### config.mk
export PLATFORM = sky130hd
export DESIGN_NAME = qlcm_div
export DESIGN_NICKNAME = d
export VERILOG_FILES = /design/src/sv/qlcm_pkg.sv /design/src/sv/qlcm_div.sv
export SDC_FILE = /design/constraint.sdc
export NUM_CORES = 1
export LEC_CHECK = 0
export BUFFER_PORTS_ARGS = -buffer_cell sky130_fd_sc_hd__buf_2
export CAP_MARGIN = 30
export CELL_PAD_IN_SITES_DETAIL_PLACEMENT = 2
export CELL_PAD_IN_SITES_GLOBAL_PLACEMENT = 2
export CORE_UTILIZATION = 33
export DETAILED_ROUTE_END_ITERATION = 12
export PLACE_DENSITY = 0.74
export REMOVE_ABC_BUFFERS = 1
export SYNTH_ARGS = -nofsm -noshare
export SYNTH_HDL_FRONTEND = slang
export SYNTH_SLANG_ARGS = --single-unit
### constraint.sdc
create_clock -name i_clk -period 2.84 [get_ports i_clk]
set_clock_uncertainty 0.2 [all_clocks]
set_input_delay 0 -clock i_clk [delete_from_list [all_inputs] [get_ports i_clk]]
set_output_delay 0 -clock i_clk [all_outputs]
set_load 0.01 [all_outputs]
### src/sv/qlcm_pkg.sv
`default_nettype none
package qlcm_pkg;

    localparam int PIX_W      = 8;
    localparam int VAL_W      = 8;
    localparam int WIDTH_W    = 11;
    localparam int HEIGHT_W   = 16;
    localparam int OCOL_W     = 10;
    localparam int CFG_IDX_W  = 3;
    localparam int CFG_DATA_W = 16;
    localparam int IN_TDATA_W  = 8;
    localparam int OUT_TDATA_W = 40;
    localparam int OUT_FIELD_W = VAL_W + OCOL_W + HEIGHT_W;

    typedef logic [PIX_W-1:0] t_level;

    localparam logic [CFG_IDX_W-1:0] CFG_EQUIDIST  = 3'd0;
    localparam logic [CFG_IDX_W-1:0] CFG_CONTOUR   = 3'd1;
    localparam logic [CFG_IDX_W-1:0] CFG_BACKGND   = 3'd2;
    localparam logic [CFG_IDX_W-1:0] CFG_WIDTH     = 3'd3;
    localparam logic [CFG_IDX_W-1:0] CFG_HEIGHT    = 3'd4;

    localparam logic [PIX_W-1:0]    EQUI_RESET    = 8'd20;
    localparam logic [PIX_W-1:0]    EQUI_MIN      = 8'd2;
    localparam logic [VAL_W-1:0]    CONTOUR_RESET = 8'd0;
    localparam logic [VAL_W-1:0]    BACKGND_RESET = 8'd255;
    localparam logic [WIDTH_W-1:0]  WIDTH_RESET   = 11'd512;
    localparam logic [HEIGHT_W-1:0] HEIGHT_RESET  = 16'd512;

endpackage
`default_nettype wire

### src/sv/qlcm_div.sv
`default_nettype none
module qlcm_div (
    input  wire logic                     i_clk,
    input  wire logic                     i_rst_n,
    input  wire logic                     i_start,
    input  wire logic [qlcm_pkg::PIX_W-1:0] i_dividend,
    input  wire logic [qlcm_pkg::PIX_W-1:0] i_divisor,
    output logic                          o_done,
    output qlcm_pkg::t_level              o_quotient
);

    localparam int W  = qlcm_pkg::PIX_W;
    localparam int CNTW = $clog2(W);

    logic            r_busy;
    logic [CNTW-1:0] r_cnt;
    logic [W-1:0]    r_quo;
    logic [W-1:0]    r_rem;
    logic            r_done;

    logic [W:0]   trial;
    logic [W:0]   diff;
    logic         ge;
    logic [W-1:0] n_rem;

    // one restoring step per cycle, msb first
    always_comb begin
        trial = {r_rem, r_quo[W-1]};
        diff  = trial - {1'b0, i_divisor};
        ge    = !diff[W];
        n_rem = ge ? diff[W-1:0] : trial[W-1:0];
    end

    always_ff @(posedge i_clk) begin
        if (!i_rst_n) begin
            r_busy <= 1'b0;
            r_cnt  <= '0;
            r_done <= 1'b0;
        end else begin
            r_done <= 1'b0;
            if (i_start) begin
                r_busy <= 1'b1;
                r_cnt  <= '0;
            end else if (r_busy) begin
                r_cnt <= r_cnt + 1'b1;
                if (r_cnt == CNTW'(W - 1)) begin
                    r_busy <= 1'b0;
                    r_done <= 1'b1;
                end
            end
        end
    end

    always_ff @(posedge i_clk) begin
        if (i_start) begin
            r_quo <= i_dividend;
            r_rem <= '0;
        end else if (r_busy) begin
            r_quo <= {r_quo[W-2:0], ge};
            r_rem <= n_rem;
        end
    end

    assign o_done     = r_done;
    assign o_quotient = r_quo;

endmodule
`default_nettype wire

==> flow_summary_export.csv <==
group,metric,value,unit
yosys,yosysMostFrequentCell,"nor2_1",
finish,final_core_util,0.4382,
sta,grt_setup_unrepaired,"no",
worst_setup_path,crit_start,"o_quotient[7]",
sta,setup_ws,121.6,ps
pwr,peakVddDrop,300.4,uV
worst_setup_path,startpoint_type,"register",
detailed_routing,detail_route.wl_per_cell,19.20,um
global_routing,grt_pass1_vias,1302,
sta,max_freq,367.9,MHz
finish,multiInputGateArea,868.3,um^2
pwr,pwr-share-seq,0.414,
worst_setup_path,cp_max_fo,5,
placement,place_ws,152.0,ps
pwr,swShare,0.3501,
yosys,netlist_area,1433,um^2
clocking,clkSinkCount,21,
yosys,synth.area.top_cells,"dfxtp_1 (18%), edfxtp_1 (17%), ha_1 (8.7%), mux2_2 (5.5%), nor2_1 (3.7%)",
finish,final_cell_area,1790,um^2
detailed_routing,wirelength,4.569,mm
floorplan,die_h,67.89,um
detailed_routing,vias_per_cell,5.601,
finish,diodes,0,
sta,slew_viol_final,0,
run,maxCapViolCount,0,
sta,finalSetupViolations,0,
status,status,"complete, no violations",
sta,fin_crit,2718,ps
worst_setup_path,reg2reg_from,"o_quotient[7]",
detailed_routing,drc,0,
global_routing,grt-ovfl-total,0,
floorplan,io_pins,28,
clocking,cts_tree,"yes",
worst_setup_path,critPathMaxStageDelay,400,ps
detailed_routing,drt-initial-drc-count,48,
placement,place_area,1622,um^2
clocking,cts_buffer_depth,2,
pwr,switching_power,0.3104,mW
global_routing,antenna_found_initial,0,
floorplan,die-area,4609,um^2
finish,nNetsFinal,219,
pwr,p_comb_frac,0.358,
yosys,synth_edf_count,8,
placement,gp_congestion,0.7445,
placement,portBuffers,27,
clocking,numCtsBuffers,3,
worst_setup_path,end_kind,"register",
hold_path,hp-class,"primary input to register",
detailed_routing,drt_first_pass_iters,4,
detailed_routing,detail-route-antenna-nets,0,
pwr,power,0.8866,mW
yosys,synthArstFlopShare,0,
pwr,power.density,495.2,nW/um^2
worst_setup_path,required,2800,ps
sta,period_share,0.9572,
sta,hold_viol,0,
yosys,synth.distinct_cells,52,
yosys,synth_ff_type,"dfxtp_1",
global_routing,grt_pass1_wl,6.879,mm
yosys,ys_seq_elements,21,
clocking,clk_latency,270,ps
worst_setup_path,slowest_stage,"fa_1",
worst_setup_path,worstSetupPathType,"register to register",
finish,seq_area,500.5,um^2
worst_setup_path,path_cells,"inv_1 > ha_1 > fa_1 > nand2b_4 > a211oi_4 > mux2_4 > a2111o_1 > o311ai_1",
yosys,synth.avg_cell_area,9.680,um^2
sta,tightest_slew,595.7,ps
detailed_routing,wl_met3,91,um
pwr,intPower,0.5763,mW
pwr,clockPowerShare,0.229,
sta,relSlewSlack,0.5926,
floorplan,rows,23,
floorplan,die_w,67.89,um
clocking,clk_pin_slew,80,ps
detailed_routing,wl_met2,2.398,mm
pwr,leakage,0.7630,nW
hold_path,holdCritStartpoint,"i_divisor[1]",
clocking,htreeDepth,1,
yosys,synthCells,148,
floorplan,initial_core_util,0.3506,
global_routing,grtUsageTotal,0.2092,
finish,drive_above_1_share,0.3032,
clocking,root_buffer,"clkbuf_8",
finish,area.growth.synth_to_final,24.98,%
global_routing,grt_max_degree,21,
floorplan,core,4086,um^2
sta,finalSetupTns,0,ps
detailed_routing,dr.max_layer_used,"met4",
detailed_routing,wl_met1,2.034,mm
yosys,yosysSeqAreaShare,0.3493,
yosys,synthTopCellsByCount,"nor2_1 (14), dfxtp_1 (13), inv_1 (13)",
detailed_routing,num_vias,1333,
yosys,synth.largest_area_cell,"dfxtp_1",
yosys,yosys_warnings,0,
yosys,synth_top_area_frac,0.1817,
worst_setup_path,crit_arrival,2680,ps
finish,nFillCells,463,
placement,hpwlAfterDp,3.162,mm
==> critical path, delay by kind of cell (launching register included) <==
family / cells / cell delay, ps
AO/OA/AOI/OAI: 3 / 830
adder cells (fa/ha/maj): 2 / 600
buffers and inverters: 1 / 60
flip-flops: 1 / 350
multiplexers: 1 / 370
AND/OR/NAND/NOR: 1 / 190
==> worst paths after layout <==
kind	depth (start not counted)	to	slack, ps
max reg2reg	8	r_rem[1]	120
min	4	r_rem[1]	140
min reg2reg	2	r_cnt[2]	320
max	8	r_rem[1]	120
==> layout by cell type, fill, tap and decap left out, drive strengths merged, types with 4 or more instances in the layout <==
master,count
buf,29
o21ai,10
mux2,8
nand2b,5
edfxtp,8
ha,10
nand3,5
a21oi,4
nand2,9
inv,13
dfxtp,13
a211oi,4
dlygate4sd3,11
nor2,15
==> cell families (layout without fill, tap and decap cells) <==
family          count (synthesis)  count (layout)  synth area share
flops                          21              21            0.3493
xor+xnor                        2               2           0.01223
simple gates                   46              46            0.1712
buf+inv                        18              58           0.04803
mux                            11              11           0.08908
compound gates                 39              39            0.2288
fa+ha+maj                      11              11            0.1013
==> power groups by stage <==
stage          Clock (mW)  Sequential [mW]  Combinational, mW
3_3_place_gp            0            0.367              0.280
4_1_cts             0.213            0.364              0.310
5_1_grt             0.214            0.369              0.347
6_report            0.203            0.367              0.317
3_5_place_dp            0            0.371              0.295
2_1_floorplan           0            0.375              0.195
==> cell type report <==
type | instances | share of cell area
inverter | 14 | 0.02935
sequential | 21 | 0.2795
tap | 50 | 0.03494
clock inverter | 1 | 0.002795
timing repair buffer | 40 | 0.1454
clock buffer | 3 | 0.02306
multi-input combinational | 109 | 0.4850
==> flip-flops by register name, indices dropped and copies added (netlist names) <==
| register | flops |
|---|---|
| o_quotient | 8 |
| r_rem | 8 |
| r_cnt | 3 |
| o_done | 1 |
| r_busy | 1 |
==> per-layer routing <==
metal,vias to the layer above,GRT usage
met1,671,0.2671
li1,634,-
met2,23,0.3738
met3,5,0.03000
met4,0,0.03906
met5,-,0
==> metrics by stage <==
step                      cells  hold WS, ps
after floorplan             144       -127.9
after detailed placement    222        39.77
after CTS                   237        98.17
after global routing        238        189.9
final                       238        144.8
after global placement      222        23.16
==> what timing repair did <==
item,in CTS,in global routing
endpoints found under the hold margin,16,0
setup buffers,0,1
endpoints found under the setup margin,0,3
resized for setup,0,1
hold buffers,11,0
Power figures use the tool's default switching activity.
